--- src/sv/wps_pkg.sv ---
package wps_pkg;

    // configuration register indexes
    localparam int CFG_IDX_W = 3;
    localparam logic [CFG_IDX_W-1:0] CFG_CHANNEL_COUNT      = 3'd0;
    localparam logic [CFG_IDX_W-1:0] CFG_SAMPLE_RATE_HZ     = 3'd1;
    localparam logic [CFG_IDX_W-1:0] CFG_SAMPLE_BITS        = 3'd2;
    localparam logic [CFG_IDX_W-1:0] CFG_TOTAL_SAMPLE_COUNT = 3'd3;
    localparam int CFG_DATA_W = 36;

    // register reset values
    localparam logic [3:0]  RST_CHANNEL_COUNT      = 4'd2;
    localparam logic [19:0] RST_SAMPLE_RATE_HZ     = 20'd44100;
    localparam logic [5:0]  RST_SAMPLE_BITS        = 6'd16;
    localparam logic [35:0] RST_TOTAL_SAMPLE_COUNT = 36'd0;

    // request kinds on the input side
    localparam logic REQ_HEADER = 1'b0;
    localparam logic REQ_SAMPLE = 1'b1;

    // supported sample depths
    localparam logic [5:0] DEPTH_8  = 6'd8;
    localparam logic [5:0] DEPTH_12 = 6'd12;
    localparam logic [5:0] DEPTH_16 = 6'd16;
    localparam logic [5:0] DEPTH_24 = 6'd24;
    localparam logic [5:0] DEPTH_32 = 6'd32;

    // header fields, tags little-endian so byte 0 sits in the low bits
    localparam logic [31:0] TAG_RIFF       = 32'h4646_4952;
    localparam logic [31:0] TAG_WAVE       = 32'h4556_4157;
    localparam logic [31:0] TAG_FMT        = 32'h2074_6d66;
    localparam logic [31:0] TAG_DATA       = 32'h6174_6164;
    localparam logic [31:0] FMT_CHUNK_SIZE = 32'd16;
    localparam logic [15:0] PCM_FORMAT     = 16'd1;
    localparam logic [31:0] RIFF_EXTRA     = 32'd36;
    localparam logic [7:0]  OFFSET_BIN     = 8'h80;

    // byte counting
    localparam int IDX_W = 6;
    localparam logic [IDX_W-1:0] HDR_LAST_IDX = 6'd43;

    // queue between front and back
    localparam int QUEUE_AW    = 2;
    localparam int QUEUE_DEPTH = 1 << QUEUE_AW;

    typedef enum logic [1:0] {
        KIND_HDR,
        KIND_SMP,
        KIND_ERR
    } kind_t;

    typedef struct packed {
        kind_t            kind;
        logic [IDX_W-1:0] last_idx;
        logic [31:0]      data;
    } desc_t;

    typedef struct packed {
        logic [3:0]  channel_count;
        logic [19:0] sample_rate_hz;
        logic [5:0]  sample_bits;
        logic [35:0] total_sample_count;
    } cfg_t;

endpackage

--- src/sv/wps_front.sv ---
module wps_front (
    input  logic                                clk,
    input  logic                                rst_n,
    input  logic                                s_tvalid,
    output logic                                s_tready,
    input  logic signed [31:0]                  s_tdata,   // [31:0] sample_value
    input  logic                                s_tuser,   // [0] req_type
    input  logic                                cfg_valid,
    output logic                                cfg_ready,
    input  logic [wps_pkg::CFG_IDX_W-1:0]       cfg_index,
    input  logic [wps_pkg::CFG_DATA_W-1:0]      cfg_data,
    input  logic                                q_full,
    output logic                                q_push,
    output wps_pkg::desc_t                      q_desc,
    output wps_pkg::cfg_t                       cfg
);

    wps_pkg::cfg_t cfg_reg;
    wps_pkg::cfg_t cfg_next;
    logic [31:0]   s_bits;

    assign cfg_ready = 1'b1;
    assign cfg       = cfg_reg;
    assign s_tready  = !q_full;
    assign q_push    = s_tvalid && !q_full;
    assign s_bits    = s_tdata;

    // register file write
    always_comb
    begin
        cfg_next = cfg_reg;
        if (cfg_valid)
        begin
            case (cfg_index)
                wps_pkg::CFG_CHANNEL_COUNT:
                    cfg_next.channel_count = cfg_data[3:0];
                wps_pkg::CFG_SAMPLE_RATE_HZ:
                    cfg_next.sample_rate_hz = cfg_data[19:0];
                wps_pkg::CFG_SAMPLE_BITS:
                    cfg_next.sample_bits = cfg_data[5:0];
                wps_pkg::CFG_TOTAL_SAMPLE_COUNT:
                    cfg_next.total_sample_count = cfg_data[35:0];
                default:
                    cfg_next = cfg_reg;
            endcase
        end
    end

    always_ff @(posedge clk or negedge rst_n)
    begin
        if (!rst_n)
        begin
            cfg_reg.channel_count      <= wps_pkg::RST_CHANNEL_COUNT;
            cfg_reg.sample_rate_hz     <= wps_pkg::RST_SAMPLE_RATE_HZ;
            cfg_reg.sample_bits        <= wps_pkg::RST_SAMPLE_BITS;
            cfg_reg.total_sample_count <= wps_pkg::RST_TOTAL_SAMPLE_COUNT;
        end
        else
        begin
            cfg_reg <= cfg_next;
        end
    end

    // classify the item and prepare its bytes
    always_comb
    begin
        q_desc.kind     = wps_pkg::KIND_HDR;
        q_desc.last_idx = wps_pkg::HDR_LAST_IDX;
        q_desc.data     = 32'd0;
        if (s_tuser == wps_pkg::REQ_SAMPLE)
        begin
            q_desc.kind = wps_pkg::KIND_SMP;
            case (cfg_reg.sample_bits)
                wps_pkg::DEPTH_8:
                begin
                    q_desc.last_idx = 6'd0;
                    q_desc.data     = {24'd0, s_bits[7:0] ^ wps_pkg::OFFSET_BIN};
                end
                wps_pkg::DEPTH_12:
                begin
                    q_desc.last_idx = 6'd1;
                    q_desc.data     = {16'd0, s_bits[11:0], 4'd0};
                end
                wps_pkg::DEPTH_16:
                begin
                    q_desc.last_idx = 6'd1;
                    q_desc.data     = {16'd0, s_bits[15:0]};
                end
                wps_pkg::DEPTH_24:
                begin
                    q_desc.last_idx = 6'd2;
                    q_desc.data     = {8'd0, s_bits[23:0]};
                end
                wps_pkg::DEPTH_32:
                begin
                    q_desc.last_idx = 6'd3;
                    q_desc.data     = s_bits;
                end
                default:
                begin
                    q_desc.kind     = wps_pkg::KIND_ERR;
                    q_desc.last_idx = 6'd0;
                    q_desc.data     = 32'd0;
                end
            endcase
        end
    end

endmodule

--- src/sv/wps_queue.sv ---
module wps_queue (
    input  logic           clk,
    input  logic           rst_n,
    input  logic           push,
    input  wps_pkg::desc_t desc_in,
    output logic           full,
    input  logic           pop,
    output logic           head_valid,
    output wps_pkg::desc_t head
);

    wps_pkg::desc_t                 entry_reg [wps_pkg::QUEUE_DEPTH];
    logic [wps_pkg::QUEUE_AW-1:0]   wr_ptr_reg;
    logic [wps_pkg::QUEUE_AW-1:0]   rd_ptr_reg;
    logic [wps_pkg::QUEUE_AW:0]     count_reg;
    logic [wps_pkg::QUEUE_AW:0]     count_next;
    logic                           do_pop;

    assign full       = (count_reg == (wps_pkg::QUEUE_AW+1)'(wps_pkg::QUEUE_DEPTH));
    assign head_valid = (count_reg != '0);
    assign head       = entry_reg[rd_ptr_reg];
    assign do_pop     = pop && head_valid;

    // occupancy
    always_comb
    begin
        count_next = count_reg;
        if (push && !do_pop)
        begin
            count_next = count_reg + 1'b1;
        end
        else if (!push && do_pop)
        begin
            count_next = count_reg - 1'b1;
        end
    end

    always_ff @(posedge clk or negedge rst_n)
    begin
        if (!rst_n)
        begin
            wr_ptr_reg <= '0;
            rd_ptr_reg <= '0;
            count_reg  <= '0;
        end
        else
        begin
            count_reg <= count_next;
            if (push)
            begin
                wr_ptr_reg <= wr_ptr_reg + 1'b1;
            end
            if (do_pop)
            begin
                rd_ptr_reg <= rd_ptr_reg + 1'b1;
            end
        end
    end

    // storage
    always_ff @(posedge clk)
    begin
        if (push)
        begin
            entry_reg[wr_ptr_reg] <= desc_in;
        end
    end

endmodule

--- src/sv/wps_back.sv ---
module wps_back (
    input  logic           clk,
    input  logic           rst_n,
    input  wps_pkg::cfg_t  cfg,
    input  logic           q_valid,
    input  wps_pkg::desc_t q_head,
    output logic           q_pop,
    output logic           m_tvalid,
    input  logic           m_tready,
    output logic [7:0]     m_tdata,   // [7:0] out_byte
    output logic           m_tlast,   // last_byte
    output logic           m_tuser    // [0] depth_error
);

    logic [9:0]                 cb_reg;
    logic [6:0]                 frame_reg;
    logic [45:0]                prod_reg;
    logic [26:0]                avg_bps_reg;
    logic [31:0]                audio_bytes;
    logic [351:0]               hdr_vec;
    logic [wps_pkg::IDX_W-1:0]  idx_reg;
    logic [wps_pkg::IDX_W-1:0]  idx_next;
    logic                       valid_reg;
    logic                       valid_next;
    logic [7:0]                 byte_reg;
    logic [7:0]                 byte_next;
    logic                       last_reg;
    logic                       last_next;
    logic                       err_reg;
    logic                       err_next;
    logic                       emit;
    logic                       at_last;

    // header arithmetic, two registered multiply stages off the config
    always_ff @(posedge clk)
    begin
        cb_reg      <= cfg.channel_count * cfg.sample_bits;
        frame_reg   <= 7'(cfg.sample_bits[5:3] * cfg.channel_count);
        prod_reg    <= cb_reg * cfg.total_sample_count;
        avg_bps_reg <= cfg.sample_rate_hz * frame_reg;
    end

    assign audio_bytes = prod_reg[34:3];

    // header image, byte 0 in the low bits
    assign hdr_vec = {
        audio_bytes,
        wps_pkg::TAG_DATA,
        {10'd0, cfg.sample_bits},
        {9'd0, frame_reg},
        {5'd0, avg_bps_reg},
        {12'd0, cfg.sample_rate_hz},
        {12'd0, cfg.channel_count},
        wps_pkg::PCM_FORMAT,
        wps_pkg::FMT_CHUNK_SIZE,
        wps_pkg::TAG_FMT,
        wps_pkg::TAG_WAVE,
        audio_bytes + wps_pkg::RIFF_EXTRA,
        wps_pkg::TAG_RIFF
    };

    assign emit    = q_valid && (!valid_reg || m_tready);
    assign at_last = (idx_reg == q_head.last_idx);
    assign q_pop   = emit && at_last;

    // byte selection for the item at the queue head
    always_comb
    begin
        idx_next   = idx_reg;
        valid_next = valid_reg && !m_tready;
        byte_next  = byte_reg;
        last_next  = last_reg;
        err_next   = err_reg;
        if (emit)
        begin
            valid_next = 1'b1;
            last_next  = at_last;
            idx_next   = at_last ? '0 : idx_reg + 1'b1;
            case (q_head.kind)
                wps_pkg::KIND_HDR:
                begin
                    byte_next = hdr_vec[{idx_reg, 3'b000} +: 8];
                    err_next  = 1'b0;
                end
                wps_pkg::KIND_SMP:
                begin
                    byte_next = q_head.data[{idx_reg[1:0], 3'b000} +: 8];
                    err_next  = 1'b0;
                end
                default:
                begin
                    byte_next = 8'd0;
                    err_next  = 1'b1;
                end
            endcase
        end
    end

    always_ff @(posedge clk or negedge rst_n)
    begin
        if (!rst_n)
        begin
            idx_reg   <= '0;
            valid_reg <= 1'b0;
        end
        else
        begin
            idx_reg   <= idx_next;
            valid_reg <= valid_next;
        end
    end

    // output register payload
    always_ff @(posedge clk)
    begin
        byte_reg <= byte_next;
        last_reg <= last_next;
        err_reg  <= err_next;
    end

    assign m_tvalid = valid_reg;
    assign m_tdata  = byte_reg;
    assign m_tlast  = last_reg;
    assign m_tuser  = err_reg;

endmodule

--- src/sv/wav_pcm_stream_formatter_core.sv ---
// the first byte of an item passes through its queue entry and then the output byte register before it shows
// throughput: one byte per cycle while m_tready is high; a sample is 1 to 4 bytes, an error 1, a header 44
// the output byte register sets the rate; a four-entry queue decouples input from output
// header fields come from two registered multiply stages fed by the configuration
// reset (rst_n low, asynchronous) empties the queue and output and loads default registers
module wav_pcm_stream_formatter_core (
    input  logic                                clk,
    input  logic                                rst_n,
    input  logic                                s_tvalid,
    output logic                                s_tready,
    input  logic signed [31:0]                  s_tdata,   // [31:0] sample_value
    input  logic                                s_tuser,   // [0] req_type
    output logic                                m_tvalid,
    input  logic                                m_tready,
    output logic [7:0]                          m_tdata,   // [7:0] out_byte
    output logic                                m_tlast,   // last_byte
    output logic                                m_tuser,   // [0] depth_error
    input  logic                                cfg_valid,
    output logic                                cfg_ready,
    input  logic [wps_pkg::CFG_IDX_W-1:0]       cfg_index,
    input  logic [wps_pkg::CFG_DATA_W-1:0]      cfg_data
);

    logic           q_full;
    logic           q_push;
    logic           q_pop;
    logic           q_valid;
    wps_pkg::desc_t q_desc;
    wps_pkg::desc_t q_head;
    wps_pkg::cfg_t  cfg;

    // accept and classify
    wps_front u_front (
        .clk       (clk),
        .rst_n     (rst_n),
        .s_tvalid  (s_tvalid),
        .s_tready  (s_tready),
        .s_tdata   (s_tdata),
        .s_tuser   (s_tuser),
        .cfg_valid (cfg_valid),
        .cfg_ready (cfg_ready),
        .cfg_index (cfg_index),
        .cfg_data  (cfg_data),
        .q_full    (q_full),
        .q_push    (q_push),
        .q_desc    (q_desc),
        .cfg       (cfg)
    );

    // item queue
    wps_queue u_queue (
        .clk        (clk),
        .rst_n      (rst_n),
        .push       (q_push),
        .desc_in    (q_desc),
        .full       (q_full),
        .pop        (q_pop),
        .head_valid (q_valid),
        .head       (q_head)
    );

    // byte serialiser
    wps_back u_back (
        .clk      (clk),
        .rst_n    (rst_n),
        .cfg      (cfg),
        .q_valid  (q_valid),
        .q_head   (q_head),
        .q_pop    (q_pop),
        .m_tvalid (m_tvalid),
        .m_tready (m_tready),
        .m_tdata  (m_tdata),
        .m_tlast  (m_tlast),
        .m_tuser  (m_tuser)
    );

endmodule

--- config.mk ---
export PLATFORM = sky130hd
export DESIGN_NAME = wav_pcm_stream_formatter_core
export DESIGN_NICKNAME = d
export VERILOG_FILES = /design/src/sv/wps_pkg.sv /design/src/sv/wps_front.sv /design/src/sv/wps_queue.sv /design/src/sv/wps_back.sv /design/src/sv/wav_pcm_stream_formatter_core.sv
export SDC_FILE = /design/constraint.sdc
export NUM_CORES = 1
export LEC_CHECK = 0
export BUFFER_PORTS_ARGS = -buffer_cell sky130_fd_sc_hd__buf_2
export CORE_ASPECT_RATIO = 1.25
export CORE_MARGIN = 2
export CORE_UTILIZATION = 60
export DETAILED_ROUTE_END_ITERATION = 6
export PLACE_DENSITY = 0.86
export SLEW_MARGIN = 20
export SYNTH_ARGS = -nofsm -noshare
export SYNTH_HDL_FRONTEND = slang
export SYNTH_HIERARCHICAL = 1
export SYNTH_SLANG_ARGS = --single-unit
--- constraint.sdc ---
create_clock -name clk -period 7.3 [get_ports clk]
set_input_delay 0.365 -clock clk [delete_from_list [all_inputs] [get_ports clk]]
set_output_delay 0.365 -clock clk [all_outputs]
set_load 0.05 [all_outputs]
==> reports/metrics.cfg <==
[status]
outcome = finished clean

[sta]
final_hold_viol_count = 0
skew_ps = 21.1
min_period_ps = 6490
rsz0062_at_grt = no
slew_viol_final = 0
hold_ws_ps = 42.9
max_slew_margin = 0.243
setup_tns_ps = 0
worst_slack_ps = 806
setup_violations = 0
fin_crit_sh = 0.890
clock.fmax_mhz = 154
worst_slew_pin_slew_ps = 1140

[global_routing]
grt_pass1_wl_mm = 111
grt_pass1_vias = 21200
grt_start_max_net_pins = 64
grt_util_all_layers = 0.297
antenna_found_initial = 0
overflow = 0

[die]
io-pin-count = 90
chipWidth_um = 196
std_cell_rows = 88
initial_core_util = 0.605
die_h_um = 244
die_area_um2 = 48000
core-area_um2 = 45900

[route]
vias_per_cell = 6.16
drcViolationCount = 0
totalWireLength_mm = 68.7
dr.pass1.iters = 6
antenna_left = 0
wl_per_cell_um = 21.5
via_count = 19700
first_iter_violations = 1705

[worst_setup_path]
path_cells = buf_4, nand2_1, fa_1, inv_1, fa_1, fa_1, fa_1, inv_1, fa_1, inv_1, ha_1, a21oi_1, o21ai_0, a21oi_1, nor3b_1, a311o_2, a2111oi_4, o31ai_2, a21oi_2, xnor2_1
r2r_start = u_back/cb_reg[3]$_DFF_P_
cpMostUsedCell = fa_1
max_stage_delay_ps = 900
cp-start-kind = flip-flop
critPathTopFamily = adder cells
crit_start = u_back/cb_reg[3]$_DFF_P_
worstSetupPathType = reg -> reg
cp.required_ps = 7790
slowest_stage = dfxtp_1
cp.arrival_ps = 6980
path_max_fanout = 19
path_buf_inv = 4
critPathCaptureType = flip-flop

[synth]
syn_area_um2 = 27800
synthCells = 2572
avgSynthCellArea_um2 = 10.8
yosysWarningCount = 6

[layout]
num_antenna_cells = 0
fin_nets = 3103
area_growth_pct = 6.66
layout-drive-gt1-share = 0.127
largest_register_ffs = 160
fin_area_um2 = 29600

[cts]
clock-root-buffer = clkbuf_16
h-tree-depth = 2
cts_tree = done
ctsHoldBuffers = 1
clkSlewWorstSetupHoldPaths_ps = 70
insertion_delay_ps = 560
cts_buffers = 35
cts_setup_buffers = 0
cts_sinks = 325
clk_path_buf_depth = 3
cts_resized = 0

[place]
gp_congestion = 0.917
place_hpwl_mm = 49.2
dp_worst_setup_slack_ps = 700
port-buffer-count = 87
place_area_um2 = 28400

[hold_path]
min-delay-start = cfg_data[24]
min_path_type = in -> reg

[run]
max-cap-violations = 0

-- worst reg2reg max path, cell delays in order (launching register included) --
cell	delay, ps
dfxtp_1	900
buf_4	400
nand2_1	130
fa_1	550
inv_1	60
fa_1	520
fa_1	440
fa_1	550
inv_1	60
fa_1	530
inv_1	40
ha_1	370
a21oi_1	240
o21ai_0	150
a21oi_1	220
nor3b_1	80
a311o_2	400
a2111oi_4	400
o31ai_2	110
a21oi_2	150
xnor2_1	120
-- layout make-up --
cell class | instances | area (µm²)
Clock inverter | 22 | 256
Inverter | 346 | 1300
Clock buffer | 42 | 912
Sequential cell | 325 | 8620
Fill cell | 3411 | 16300
Tap cell | 585 | 732
Timing Repair Buffer | 104 | 568
Multi-Input combinational cell | 1770 | 17200
-- routing by layer --
metal,part of all wire,GRT usage,vias up
met5,0,0,-
met2,0.51,0.515,939
li1,-,-,8466
met4,0.047,0.137,0
met3,0.073,0.0434,243
met1,0.37,0.369,10000
-- through the flow --
stage / cells / util
after global routing: 3194 / 0.645
after CTS: 3194 / 0.645
final: 3194 / 0.645
after global placement: 3129 / 0.619
after detailed placement: 3129 / 0.619
after floorplan: 2573 / -
-- worst paths after layout --
path | to | slack [ps] | cells past startpoint
worst max-delay path | u_back/prod_reg[31]$_DFF_P_ | 810 | 20
worst min-delay path | u_front/cfg[24]$_DFFE_PN0P_ | 40 | 2
worst max register to register | u_back/prod_reg[31]$_DFF_P_ | 810 | 20
worst min register to register | u_queue/count_reg[2]$_DFFE_PN0P_ | 480 | 1
max in group asynchronous | u_back/idx_reg[0]$_DFFE_PN0P_ | 5890 | 3
min in group asynchronous | u_front/cfg[58]$_DFFE_PN0P_ | 250 | 2
-- layout by cell type (no fill, tap or decap), types with 8 or more instances in the layout --
cell,count
a211oi_1,12
a21o_1,26
a21oi_1,82
a31oi_1,11
and2_1,236
and3_1,13
and4_1,8
buf_2,86
buf_4,17
clkbuf_16,35
dfrtp_1,68
dfstp_2,8
dfxtp_1,72
edfxtp_1,170
fa_1,322
ha_1,122
inv_1,344
mux2_2,43
mux2_4,30
mux2i_1,13
mux4_2,58
nand2_1,328
nand2b_1,10
nand3_1,28
nand4_1,11
nor2_1,76
nor2b_1,13
nor3_1,30
nor4_1,8
o211ai_1,15
o21a_1,13
o21ai_0,45
o22ai_1,11
xnor2_1,70
xor2_1,36
Power is left out: the tool's default activity adds up to more than one toggle a clock period on the data nets, which glitch-free logic cannot reach.
